`src/sv/mavg_pkg.sv`:
```
// Shared constants and types for the moving average window block.
package mavg_pkg;

  // Width of the window length register and its value after reset.
  localparam int LEN_W = 7;
  localparam logic [LEN_W-1:0] LEN_RESET = 7'd5;

  typedef logic [LEN_W-1:0] win_len_t;

  // Item operations.
  typedef enum logic {
    OP_ADD  = 1'b0,
    OP_FILL = 1'b1
  } opcode_t;

endpackage

```
`src/sv/mavg_if.sv`:
```
// Valid/ready channel interfaces for the moving average window block.
interface mavg_in_if #(
  parameter int SAMPLE_BITS = 16
);
  import mavg_pkg::*;

  logic                          valid;
  logic                          ready;
  opcode_t                       opcode;
  logic signed [SAMPLE_BITS-1:0] sample;

  modport source (output valid, output opcode, output sample, input ready);
  modport sink   (input valid, input opcode, input sample, output ready);
endinterface

interface mavg_out_if #(
  parameter int SAMPLE_BITS = 16
);
  logic                          valid;
  logic                          ready;
  logic signed [SAMPLE_BITS-1:0] average;

  modport source (output valid, output average, input ready);
  modport sink   (input valid, input average, output ready);
endinterface

interface mavg_cfg_if;
  import mavg_pkg::*;

  logic     valid;
  logic     ready;
  win_len_t window_length;

  modport source (output valid, output window_length, input ready);
  modport sink   (input valid, input window_length, output ready);
endinterface

```
`src/sv/moving_average_window.sv`:
```
// Boxcar moving average over a configurable window, with a shared adder and a sequencer.
//
//   channel   direction  payload                 transfer when
//   in_chan   sink       opcode, sample          valid && ready
//   out_chan  source     average                 valid && ready
//   cfg_chan  sink       window_length           valid && ready
//
// An add item, once taken, runs the subtract, add, magnitude, division and
// sign steps in turn; the sign step loads its result into the output register.
// A fill item first runs the sweep that writes every store entry, then the
// magnitude, division and sign steps. The shared adder is the unit that
// bounds all of this: the quotient is produced one bit per cycle.
// After reset a clearing pass over every store entry zeroes the store; no
// item is taken meanwhile, though length writes are. A length write then
// keeps the block busy while the sum is rebuilt from the store.
// A stalled result sits in the output register; the next item may be taken
// while it waits, and that item only holds at its last step if it is still
// waiting then.
module moving_average_window #(
  parameter int MAX_WINDOW  = 64,
  parameter int SAMPLE_BITS = 16
) (
  input  logic        clk,
  input  logic        rst_n,
  mavg_in_if.sink     in_chan,
  mavg_out_if.source  out_chan,
  mavg_cfg_if.sink    cfg_chan
);
  import mavg_pkg::*;

  // Store index, count, effective length and running sum widths.
  localparam int IDX_W  = $clog2(MAX_WINDOW);
  localparam int CNT_W  = $clog2(MAX_WINDOW + 1);
  localparam int EL_W   = (LEN_W > CNT_W) ? LEN_W : CNT_W;
  localparam int SUM_W  = SAMPLE_BITS + IDX_W;
  localparam int STEP_W = $clog2(SAMPLE_BITS);

  // Sequencer states.
  localparam logic [2:0] S_IDLE = 3'd0;
  localparam logic [2:0] S_FILL = 3'd1;  // sweep writing every entry (also reset clear)
  localparam logic [2:0] S_SUM  = 3'd2;  // rebuild the sum after a length write
  localparam logic [2:0] S_SUB  = 3'd3;  // take the overwritten entry off the sum
  localparam logic [2:0] S_ADD  = 3'd4;  // add the new sample and store it
  localparam logic [2:0] S_ABS  = 3'd5;  // magnitude of the sum
  localparam logic [2:0] S_DIV  = 3'd6;  // one quotient bit per cycle
  localparam logic [2:0] S_SIGN = 3'd7;  // restore the sign and load the result

  logic [2:0]                    state_r, state_nxt;
  logic [IDX_W-1:0]              pos_r, pos_nxt;
  logic [SUM_W-1:0]              sum_r, sum_nxt;
  logic [EL_W-1:0]               idx_r, idx_nxt;
  logic signed [SAMPLE_BITS-1:0] val_r, val_nxt;
  win_len_t                      len_r, len_nxt;
  logic                          fill_item_r, fill_item_nxt;
  logic                          pend_r, pend_nxt;
  logic [STEP_W-1:0]             step_r, step_nxt;
  logic                          out_valid_r, out_valid_nxt;
  logic signed [SAMPLE_BITS-1:0] avg_r, avg_nxt;
  logic [SUM_W-1:0]              rem_r, rem_nxt;
  logic [SAMPLE_BITS-1:0]        quo_r, quo_nxt;
  logic                          neg_r, neg_nxt;

  // Window store: one write and one registered read per cycle.
  logic signed [SAMPLE_BITS-1:0] window_mem [MAX_WINDOW];
  logic signed [SAMPLE_BITS-1:0] rd_data_r;
  logic                          mem_we;
  logic [IDX_W-1:0]              mem_waddr;
  logic [IDX_W-1:0]              mem_raddr;

  // Shared adder/subtractor; the top bit is the carry, set when a >= b on a subtract.
  logic [SUM_W-1:0]              alu_a, alu_b;
  logic                          alu_sub;
  logic [SUM_W:0]                alu_res;

  logic [EL_W-1:0]               len_ext, eff_len, pos_inc;
  logic [IDX_W-1:0]              pos_eff;
  logic [SUM_W-1:0]              divisor, val_ext, rd_ext, quo_ext, div_shift;
  logic                          in_acc, cfg_acc;

  // A zero length counts as one; lengths beyond the store saturate.
  always_comb begin
    len_ext = EL_W'(len_r);
    if (len_r == '0) begin
      eff_len = EL_W'(1);
    end else if (len_ext > EL_W'(MAX_WINDOW)) begin
      eff_len = EL_W'(MAX_WINDOW);
    end else begin
      eff_len = len_ext;
    end
  end

  assign pos_eff   = (EL_W'(pos_r) >= eff_len) ? '0 : pos_r;
  assign pos_inc   = EL_W'(pos_eff) + EL_W'(1);
  assign divisor   = {{(SUM_W - EL_W){1'b0}}, eff_len};
  assign val_ext   = {{IDX_W{val_r[SAMPLE_BITS-1]}}, val_r};
  assign rd_ext    = {{IDX_W{rd_data_r[SAMPLE_BITS-1]}}, rd_data_r};
  assign quo_ext   = {{IDX_W{1'b0}}, quo_r};
  assign div_shift = {rem_r[SUM_W-2:0], quo_r[SAMPLE_BITS-1]};

  assign alu_res = {1'b0, alu_a} + {1'b0, (alu_sub ? ~alu_b : alu_b)} + (SUM_W + 1)'(alu_sub);

  // Length writes are taken when idle and during the reset clear; an item only
  // when idle and no length write is offered in the same cycle.
  assign cfg_chan.ready = (state_r == S_IDLE) || ((state_r == S_FILL) && !fill_item_r);
  assign in_chan.ready  = (state_r == S_IDLE) && !cfg_chan.valid;
  assign cfg_acc        = cfg_chan.valid && cfg_chan.ready;
  assign in_acc         = in_chan.valid && in_chan.ready;

  assign out_chan.valid   = out_valid_r;
  assign out_chan.average = avg_r;

  always_comb begin
    state_nxt     = state_r;
    pos_nxt       = pos_r;
    sum_nxt       = sum_r;
    idx_nxt       = idx_r;
    val_nxt       = val_r;
    len_nxt       = len_r;
    fill_item_nxt = fill_item_r;
    pend_nxt      = 1'b0;
    step_nxt      = step_r;
    out_valid_nxt = out_valid_r;
    avg_nxt       = avg_r;
    rem_nxt       = rem_r;
    quo_nxt       = quo_r;
    neg_nxt       = neg_r;
    mem_we        = 1'b0;
    mem_waddr     = pos_eff;
    mem_raddr     = pos_eff;
    alu_a         = sum_r;
    alu_b         = '0;
    alu_sub       = 1'b0;

    if (out_valid_r && out_chan.ready) begin
      out_valid_nxt = 1'b0;
    end

    unique case (state_r)
      S_IDLE: begin
        // The store entry at the write position is read on every idle cycle,
        // so it is ready for an add item in the cycle after its transfer.
        if (cfg_acc) begin
          len_nxt   = cfg_chan.window_length;
          pos_nxt   = '0;
          idx_nxt   = '0;
          sum_nxt   = '0;
          state_nxt = S_SUM;
        end else if (in_acc) begin
          val_nxt = in_chan.sample;
          if (in_chan.opcode == OP_FILL) begin
            fill_item_nxt = 1'b1;
            idx_nxt       = '0;
            sum_nxt       = '0;
            state_nxt     = S_FILL;
          end else begin
            state_nxt = S_SUB;
          end
        end
      end
      S_FILL: begin
        mem_we    = 1'b1;
        mem_waddr = idx_r[IDX_W-1:0];
        alu_b     = val_ext;
        if (idx_r < eff_len) begin
          sum_nxt = alu_res[SUM_W-1:0];
        end
        idx_nxt = idx_r + EL_W'(1);
        if (idx_r == EL_W'(MAX_WINDOW - 1)) begin
          state_nxt = fill_item_r ? S_ABS : S_IDLE;
        end
        // During the reset clear every entry is zero, so the sum stays zero
        // whatever length is written here.
        if (cfg_acc) begin
          len_nxt = cfg_chan.window_length;
          pos_nxt = '0;
        end
      end
      S_SUM: begin
        mem_raddr = idx_r[IDX_W-1:0];
        if (idx_r < eff_len) begin
          idx_nxt  = idx_r + EL_W'(1);
          pend_nxt = 1'b1;
        end
        if (pend_r) begin
          alu_b   = rd_ext;
          sum_nxt = alu_res[SUM_W-1:0];
        end
        if ((idx_r == eff_len) && !pend_r) begin
          state_nxt = S_IDLE;
        end
      end
      S_SUB: begin
        alu_b     = rd_ext;
        alu_sub   = 1'b1;
        sum_nxt   = alu_res[SUM_W-1:0];
        state_nxt = S_ADD;
      end
      S_ADD: begin
        alu_b     = val_ext;
        sum_nxt   = alu_res[SUM_W-1:0];
        mem_we    = 1'b1;
        pos_nxt   = (pos_inc >= eff_len) ? '0 : pos_inc[IDX_W-1:0];
        state_nxt = S_ABS;
      end
      S_ABS: begin
        neg_nxt = sum_r[SUM_W-1];
        if (sum_r[SUM_W-1]) begin
          alu_a   = '0;
          alu_b   = sum_r;
          alu_sub = 1'b1;
        end
        // The quotient fits in SAMPLE_BITS, so the bits above them are
        // already below the divisor and seed the partial remainder.
        rem_nxt   = alu_res[SUM_W-1:0] >> SAMPLE_BITS;
        quo_nxt   = alu_res[SAMPLE_BITS-1:0];
        step_nxt  = '0;
        state_nxt = S_DIV;
      end
      S_DIV: begin
        alu_a   = div_shift;
        alu_b   = divisor;
        alu_sub = 1'b1;
        rem_nxt = alu_res[SUM_W] ? alu_res[SUM_W-1:0] : div_shift;
        quo_nxt = {quo_r[SAMPLE_BITS-2:0], alu_res[SUM_W]};
        step_nxt = step_r + STEP_W'(1);
        if (step_r == STEP_W'(SAMPLE_BITS - 1)) begin
          state_nxt = S_SIGN;
        end
      end
      S_SIGN: begin
        alu_a   = neg_r ? '0 : quo_ext;
        alu_b   = neg_r ? quo_ext : '0;
        alu_sub = neg_r;
        if (!out_valid_r || out_chan.ready) begin
          avg_nxt       = alu_res[SAMPLE_BITS-1:0];
          out_valid_nxt = 1'b1;
          state_nxt     = S_IDLE;
        end
      end
      default: begin
        state_nxt = S_IDLE;
      end
    endcase
  end

  always_ff @(posedge clk) begin
    if (!rst_n) begin
      state_r     <= S_FILL;
      pos_r       <= '0;
      sum_r       <= '0;
      idx_r       <= '0;
      val_r       <= '0;
      len_r       <= LEN_RESET;
      fill_item_r <= 1'b0;
      pend_r      <= 1'b0;
      step_r      <= '0;
      out_valid_r <= 1'b0;
    end else begin
      state_r     <= state_nxt;
      pos_r       <= pos_nxt;
      sum_r       <= sum_nxt;
      idx_r       <= idx_nxt;
      val_r       <= val_nxt;
      len_r       <= len_nxt;
      fill_item_r <= fill_item_nxt;
      pend_r      <= pend_nxt;
      step_r      <= step_nxt;
      out_valid_r <= out_valid_nxt;
    end
  end

  always_ff @(posedge clk) begin
    avg_r <= avg_nxt;
    rem_r <= rem_nxt;
    quo_r <= quo_nxt;
    neg_r <= neg_nxt;
  end

  always_ff @(posedge clk) begin
    if (mem_we) begin
      window_mem[mem_waddr] <= val_r;
    end
    rd_data_r <= window_mem[mem_raddr];
  end

  // The write position always lies inside the active window between items.
  a_pos_in_window: assert property (@(posedge clk) disable iff (!rst_n)
    (state_r == S_IDLE) |-> (EL_W'(pos_r) < eff_len))
    else $error("write position outside the active window");

  // The partial remainder stays below the divisor throughout the division.
  a_rem_below_divisor: assert property (@(posedge clk) disable iff (!rst_n)
    (state_r == S_DIV) |-> (rem_r < divisor))
    else $error("divider remainder not below the window length");

  // A result only becomes valid out of the sign step.
  a_result_source: assert property (@(posedge clk) disable iff (!rst_n)
    $rose(out_valid_r) |-> ($past(state_r) == S_SIGN))
    else $error("result raised outside the sign step");

endmodule

```
`src/flat_wrapper.sv`:
```
// flat-port wrapper written by rule: the top's interface ports become plain ports
module moving_average_window_flat import mavg_pkg::*;
#(
  parameter int MAX_WINDOW  = 64,
  parameter int SAMPLE_BITS = 16
)
  (clk, rst_n, in_chan_valid, in_chan_opcode, in_chan_sample, in_chan_ready, out_chan_valid, out_chan_average, out_chan_ready, cfg_chan_valid, cfg_chan_window_length, cfg_chan_ready);
  mavg_in_if #(.SAMPLE_BITS(SAMPLE_BITS)) in_chan_i ();
  mavg_out_if #(.SAMPLE_BITS(SAMPLE_BITS)) out_chan_i ();
  mavg_cfg_if cfg_chan_i ();
  input  logic clk;
  input  logic rst_n;
  input wire logic [$bits(in_chan_i.valid)-1:0] in_chan_valid;
  input wire logic [$bits(in_chan_i.opcode)-1:0] in_chan_opcode;
  input wire logic [$bits(in_chan_i.sample)-1:0] in_chan_sample;
  output wire logic [$bits(in_chan_i.ready)-1:0] in_chan_ready;
  output wire logic [$bits(out_chan_i.valid)-1:0] out_chan_valid;
  output wire logic [$bits(out_chan_i.average)-1:0] out_chan_average;
  input wire logic [$bits(out_chan_i.ready)-1:0] out_chan_ready;
  input wire logic [$bits(cfg_chan_i.valid)-1:0] cfg_chan_valid;
  input wire logic [$bits(cfg_chan_i.window_length)-1:0] cfg_chan_window_length;
  output wire logic [$bits(cfg_chan_i.ready)-1:0] cfg_chan_ready;
  assign in_chan_i.valid = in_chan_valid;
  assign in_chan_i.opcode = in_chan_opcode;
  assign in_chan_i.sample = in_chan_sample;
  assign in_chan_ready = in_chan_i.ready;
  assign out_chan_valid = out_chan_i.valid;
  assign out_chan_average = out_chan_i.average;
  assign out_chan_i.ready = out_chan_ready;
  assign cfg_chan_i.valid = cfg_chan_valid;
  assign cfg_chan_i.window_length = cfg_chan_window_length;
  assign cfg_chan_ready = cfg_chan_i.ready;
  moving_average_window #(.MAX_WINDOW(MAX_WINDOW), .SAMPLE_BITS(SAMPLE_BITS)) u_core (.clk(clk), .rst_n(rst_n), .in_chan(in_chan_i), .out_chan(out_chan_i), .cfg_chan(cfg_chan_i));
endmodule
```
`config.mk`:
```
export PLATFORM = sky130hd
export DESIGN_NAME = moving_average_window_flat
export DESIGN_NICKNAME = d
export VERILOG_FILES = /design/src/sv/mavg_pkg.sv /design/src/sv/mavg_if.sv /design/src/sv/moving_average_window.sv /design/src/flat_wrapper.sv
export SDC_FILE = /design/constraint.sdc
export NUM_CORES = 2
export LEC_CHECK = 0
export BUFFER_PORTS_ARGS = -buffer_cell sky130_fd_sc_hd__buf_4
export CORE_ASPECT_RATIO = 0.75
export CORE_UTILIZATION = 50
export CTS_BUF_LIST = sky130_fd_sc_hd__clkbuf_4 sky130_fd_sc_hd__clkbuf_8 sky130_fd_sc_hd__clkbuf_16
export CTS_CLUSTER_DIAMETER = 30
export CTS_CLUSTER_SIZE = 28
export DETAILED_ROUTE_END_ITERATION = 6
export PLACE_DENSITY = 0.68
export SLEW_MARGIN = 10
export SYNTH_ARGS = -nofsm -noshare
export SYNTH_HDL_FRONTEND = slang
export SYNTH_SLANG_ARGS = --single-unit
```
`constraint.sdc`:
```
create_clock -name clk -period 4.56 [get_ports clk]
set_input_delay 0.684 -clock clk [delete_from_list [all_inputs] [get_ports clk]]
set_output_delay 0.684 -clock clk [all_outputs]
set_load 0.05 [all_outputs]
```
# Word level (Yosys, flattened, before mapping)
# Memory sizes are Yosys's and may differ from the RTL's. A register that Yosys moved wholly into a read port is not among the register bits.
# Cells that the tools add are included.
classes:
  n_addsub: 5
  n_mul: 0
  div: 0
  order_cmp: 4
  eq_ne: 20
  shifts: 0
  n_mux: 49
  n_bitwise: 2
  n_reduce_logical: 31
op_table:
  columns: ["cell", "n"]
  rows:
  - ["22-bit two-way mux", 8]
  - ["22-bit case mux with 6 select lines", 1]
  - ["22-bit case mux with 4 select lines", 1]
  - ["22-bit case mux with 3 select lines", 1]
  - ["21-bit two-way mux", 2]
  - ["7-bit two-way mux", 6]
  - ["21-bit case mux with 2 select lines", 1]
  - ["16-bit two-way mux", 2]
  - ["16-bit case mux with 2 select lines", 1]
  - ["6-bit two-way mux", 5]
  - ["3-bit case mux with 8 select lines", 1]
  - ["22-bit by 22-bit adder with 23-bit output", 1]
  - ["23-bit by 1-bit adder with 23-bit output", 1]
  - ["22-bit inverter", 1]
  - ["3-bit two-way mux", 7]
  - ["7-bit case mux with 3 select lines", 1]
  - ["3-bit == test, second input constant", 4]
  - ["2-bit by 1-bit != test with 1-bit output, second input constant", 6]
  - ["6-bit case mux with 2 select lines", 1]
  - ["5-bit AND reduction", 2]
  - ["1-bit two-way mux", 8]
  - ["4-bit case mux with 2 select lines", 1]
  - ["2-bit AND reduction", 4]
  - ["4-bit AND reduction", 2]
  - ["28 further kinds", 43]
totals:
  regBits: 122
  latchBits: 0
  ram_bits: 1024
  romBits: 0
  output_inout_bits: 19
  mem_count: 1
memory_table:
  columns: ["memory", "depth", "width", "read_ports", "rd_clocked_by_memory_dff", "wr", "line_no", "rtl"]
  rows:
  - ["u_core.window_mem", 64, 16, 1, 1, 1, "moving_average_window.sv:64", "logic signed [SAMPLE_BITS-1:0] window_mem [MAX_WINDOW];"]

# Depth between registers and ports, before layout
depth:
  depth_word: 10
  ltp_mapped: 21

# Least setup slack after synthesis
# No wires, ideal clock.
synth_path:
  kind: "register to register"
  start: "reg u_core.state_r[0]"
  end: "reg u_core.rem_r[3], data pin"
  setup_ps: 268
  arrival_ps: 4209
  t_required_ps: 4292
  path_slack_ps: 84
  path_stages_with_launch: 20
  path_buffers: 6
  synth_period_minus_slack_ps: 4476
  path_cell_list: "dfxtp_1 -> buf_6 -> clkbuf_1 -> clkbuf_1 -> a21o_1 -> nand2_1 -> clkbuf_1 -> a222oi_1 -> inv_1 -> ha_1 -> clkbuf_1 -> nand3_1 -> nor2_1 -> nand2_1 -> o21ai_0 -> a211oi_1 -> nor3_2 -> buf_2 -> mux2i_1 -> mux2i_1"
synth_between:
  elab_chain_cells: 9
  word_cells_on_any_way: 18
  cone_classes: "add/sub (2); eq/ne (7); mux (6); bitwise (1); reduce/logical (2)"
synth_lines:
  columns: ["item", "line_no", "rtl"]
  rows:
  - ["start: declaration", "moving_average_window.sv:48", "logic [2:0] state_r, state_nxt;"]
  - ["start signal: assignment", "moving_average_window.sv:259", "state_r <= state_nxt;"]
  - ["3-bit == test or 3-bit by 1-bit == test with 1-bit output (tied branches)", "moving_average_window.sv:138", "unique case (state_r)"]
  - ["2-bit OR reduction (no source line)", null, null]
  - ["22-bit case mux with 6 select lines", "moving_average_window.sv:138", null]
  - ["22-bit inverter", "moving_average_window.sv:100", "assign alu_res = {1'b0, alu_a} + {1'b0, (alu_sub ? ~alu_b : alu_b)} + (SUM_W + 1)'(alu_sub);"]
  - ["22-bit two-way mux", "moving_average_window.sv:100", null]
  - ["22-bit by 22-bit adder with 23-bit output", "moving_average_window.sv:100", null]
  - ["23-bit by 1-bit adder with 23-bit output", "moving_average_window.sv:100", null]
  - ["21-bit two-way mux", "moving_average_window.sv:223", "rem_nxt = alu_res[SUM_W] ? alu_res[SUM_W-1:0] : div_shift;"]
  - ["21-bit case mux with 2 select lines *", "moving_average_window.sv:138", null]
  - ["via u_core.rem_nxt[3]", "moving_average_window.sv:59", "logic [SUM_W-1:0] rem_r, rem_nxt;"]
  - ["end signal: assignment", "moving_average_window.sv:274", "rem_r <= rem_nxt;"]
  - ["end: declaration", "moving_average_window.sv:59", null]
# Mark *: on every way through the listed nets, which the timed path passes. The rest lies on a longest branch.
# A chain may end at the register's enable or synchronous reset.

# Worst setup path after layout
layout_path:
  start: "reg u_core.len_r[6], in the netlist u_core.len_ext[6]"
  end: "reg u_core.pos_r[0]"
layout_between:
  elab_chain_cells: 9
  word_cells_on_any_way: 10
  cone_classes: "add/sub (1); order compare (3); mux (5); reduce/logical (1)"
layout_lines:
  columns: ["item", "line_no", "rtl"]
  rows:
  - ["start: declaration", "moving_average_window.sv:53", "win_len_t len_r, len_nxt;"]
  - ["start signal: assignment", "moving_average_window.sv:264", "len_r <= len_nxt;"]
  - ["7-bit > comparator", "moving_average_window.sv:85", "end else if (len_ext > EL_W'(MAX_WINDOW)) begin"]
  - ["7-bit two-way mux", "moving_average_window.sv:85", null]
  - ["7-bit two-way mux *", "moving_average_window.sv:83", "if (len_r == '0) begin"]
  - ["6-bit by 7-bit greater-or-equal comparator with 1-bit output", "moving_average_window.sv:92", "assign pos_eff = (EL_W'(pos_r) >= eff_len) ? '0 : pos_r;"]
  - ["6-bit two-way mux", "moving_average_window.sv:92", null]
  - ["6-bit by 1-bit adder with 7-bit output", "moving_average_window.sv:93", "assign pos_inc = EL_W'(pos_eff) + EL_W'(1);"]
  - ["7-bit greater-or-equal comparator", "moving_average_window.sv:202", "pos_nxt = (pos_inc >= eff_len) ? '0 : pos_inc[IDX_W-1:0];"]
  - ["6-bit two-way mux *", "moving_average_window.sv:202", null]
  - ["6-bit case mux with 2 select lines *", "moving_average_window.sv:138", null]
  - ["end signal: assignment", "moving_average_window.sv:260", "pos_r <= pos_nxt;"]
  - ["end: declaration", "moving_average_window.sv:49", "logic [IDX_W-1:0] pos_r, pos_nxt;"]
# Mark *: on every way between the ends. The rest lies on a longest branch, timed or not.

==> results.cfg <==
[outcome]
status = finished with violations
violations = DRC

[route]
via_per_inst = 6.06
drcViolationCount = 3
post_drt_wl_per_cell_um = 25.4
drtPass1Iterations = 7
antenna_left = 0
drt-total-wl_mm = 144
drt_iter0_markers = 5047
dr_total_vias = 34449

[logic_synthesis]
synth_xor_xnor_area_share_pct = 0.795
synth_top_area_share_pct = 66.8
synth_mux_area_share_pct = 1.04
dominantRegCellSynth = edfxtp_1
netlist_area_um2 = 48400
synth_compound_area_share_pct = 6.77
synthCells = 4047
synth_edf_count = 1078
yosysTopAreaCell = edfxtp_1
synth_top_family_by_area = simple AND/OR/NAND/NOR gates
avgSynthCellArea_um2 = 12.0
synth_nets = 4121
yosysWarnings = 0
synthTopCellsByArea = edfxtp_1 (67%), nand2_1 (8.8%), nand3_1 (4.8%)
synthAdderAreaFrac_pct = 1.18
synth_cell_types = 79
ys_seq_area_share_pct = 70.3
yosys.area_share.simple_pct = 17.4
async_reset_ff_share_pct = 0
ys_ff_latch = 1162

[clocking]
clock_sinks = 1162
ctsHoldBuffers = 0
numCtsBuffers = 154
clk_path_buf_depth = 3
root_buffer = clkbuf_16
clk_latency_ns = 0.77
clk_pin_slew_ns = 0.05
cts_tree = done
htreeDepth = 4

[placement]
gp_congestion = 0.975
dp_slack_ns = -0.378
portBuffers = 47
hpwlAfterDp_mm = 91.3

[floorplanning]
die-area_um2 = 98200
fp.coreArea_um2 = 95600
num_rows = 98
ios = 48
die_w_um = 361
dieHeight_um = 272
initial_core_util_pct = 50.7

[pwr]
net-switching-power_mw = 6.58
power.internal_mw = 20.4
combPwrFrac_pct = 8.6
vdd_drop_max_mv = 0.407
p_clk_share_pct = 45.4
switching_share_pct = 24.4
leakage_nw = 20.9
power.density_nw_per_um2 = 469
p_seq_share_pct = 46.0

[hold_path]
hp-class = in -> reg

[final_layout]
final_cell_mix = nand2_1 (1137), edfxtp_1 (1078), nand3_1 (461)
drive_above_1_share_pct = 15.4
syn2layout_area_growth_pct = 18.6
final_common_cell = nand2_1
nNetsFinal = 4374
num_antenna_cells = 0

[sta]
min_period_ns = 4.33
worst_pin_slew_ns = 1.05
hold_viol = 0
worst_slack_ns = 0.230
finClkSkew_ns = 0.0405
setup_viol = 0
drv_slew = 0
whs_ns = 0.161
tns_ns = 0
period_share_pct = 94.9
clock.fmax_ghz = 0.231
relSlewSlack_pct = 29.1

[setup_path]
critical-path-max-stage-delay_ns = 0.46
worstPathMaxFanout = 7
arrival_ns = 5.00
slowest_stage = dfxtp_1
required_ns = 5.24
cp_top_family = compound AO/OA/AOI/OAI gates
path_buf_inv = 2
crit_path_start_kind = flip-flop
path_cells = clkinv_1 -> nand2_1 -> ha_1 -> a21o_1 -> a21oi_1 -> o21ai_1 -> nand2_1 -> nand2_1 -> inv_1 -> ha_1 -> ha_1 -> a21o_1 -> a21o_1 -> a21oi_1 -> nor2b_1 -> o21ai_0 -> nand2b_1 -> a211oi_2 -> a22oi_1 -> nor2_1
crit_type = reg -> reg
cp-end-kind = flip-flop

[global_route]
grt_max_degree = 66
antenna_found_initial = 4
gr-total-overflow = 0
grt_pass1_vias = 32442
track_usage_pct = 29.2
grt_pass1_wl_mm = 212

[run]
cap_violations = 0
final timing paths:
check                                 start                              to  slack (ns)  cells past startpoint
min               cfg_chan_window_length[2]  u_core.len_ext[2]$_SDFFE_PN1P_        0.16                      3
min reg2reg   u_core.step_r[3]$_SDFFE_PN0P_   u_core.step_r[3]$_SDFFE_PN0P_        0.46                      1
max reg2reg  u_core.len_ext[6]$_SDFFE_PN0P_    u_core.pos_r[0]$_SDFFE_PN0P_        0.23                     20
max          u_core.len_ext[6]$_SDFFE_PN0P_    u_core.pos_r[0]$_SDFFE_PN0P_        0.23                     20
cells by family (layout without fill, tap and decap cells):
group	Yosys count	after routing
compound gates	500	500
xor+xnor	44	44
fa+ha+maj	45	45
buf+inv	292	676
flops	1162	1162
mux	50	50
simple gates	1954	1954
registers in the layout (all words and copies together), names as in the netlist:
signal,cells
u_core.window_mem,1024
u_core.sum_r,22
u_core.rem_r,21
u_core.out_chan.average,16
u_core.quo_r,16
u_core.rd_data_r,16
u_core.val_r,16
u_core.idx_r,7
u_core.len_ext,7
u_core.pos_r,6
u_core.step_r,4
u_core.state_r,3
u_core.fill_item_r,1
u_core.neg_r,1
u_core.out_chan.valid,1
u_core.pend_r,1
power by group through the flow:
stage          registers [mW]  logic (mW)  clock network (mW)
2_1_floorplan            12.6        1.23                   0
3_3_place_gp             12.6        2.22                   0
3_5_place_dp             12.6        2.25                   0
4_1_cts                  12.4        2.26                12.3
5_1_grt                  12.4        2.46                12.8
6_report                 12.4        2.32                12.2
synthesized netlist by cell type, drive strengths merged, types with 10 or more instances:
| cell type | n |
|---|---|
| a32oi | 10 |
| a311oi | 10 |
| a22oi | 32 |
| a222oi | 28 |
| a21o | 19 |
| ha | 44 |
| a31oi | 56 |
| nand3 | 462 |
| o22ai | 15 |
| dfxtp | 84 |
| nor3 | 24 |
| mux2i | 48 |
| xnor2 | 18 |
| o21ai | 45 |
| clkbuf | 137 |
| and3 | 42 |
| xor2 | 26 |
| o21a | 11 |
| inv | 39 |
| a32o | 13 |
| nand2b | 14 |
| a211oi | 12 |
| a21oi | 189 |
| nor2 | 165 |
| buf | 114 |
| edfxtp | 1078 |
| nand2 | 1137 |
| nor4 | 35 |
| nand4 | 36 |
area by class of cell:
type / count / area, µm²
Multi-Input combinational cell: 2593 / 13400
Tap cell: 1250 / 1560
Clock inverter: 107 / 1120
Inverter: 41 / 154
Fill cell: 7393 / 38200
Clock buffer: 180 / 4140
Timing Repair Buffer: 348 / 3050
Sequential cell: 1162 / 34100
per-stage QoR:
stage | util (%) | area (µm²) | cells | total power, mW
after floorplan | - | 48400 | 4047 | 13.8
after CTS | 60.0 | 57400 | 5680 | 27.0
after global placement | 54.5 | 52100 | 5388 | 14.8
after detailed placement | 54.5 | 52100 | 5388 | 14.8
final | 60.1 | 57500 | 5681 | 26.9
after global routing | 60.1 | 57500 | 5681 | 27.6
worst min-delay path, stage by stage:
cell,delay [ns]
buf_4,0.08
mux2i_1,0.05
nand2_1,0.06
what timing repair did:
action,CTS,global route
setup endpoints to repair,21,25
resized for setup,1,11
buffers inserted,5,1
pin swaps,1,2
layer usage:
metal,vias up,share of wire (%),GRT usage [%]
li1,15335,-,-
met1,16940,43,44.6
met2,1971,42,40.7
met3,199,13,7.95
met4,4,2.1,8.43
met5,-,0.015,0
No activity file was read; power rests on OpenSTA's default activity.
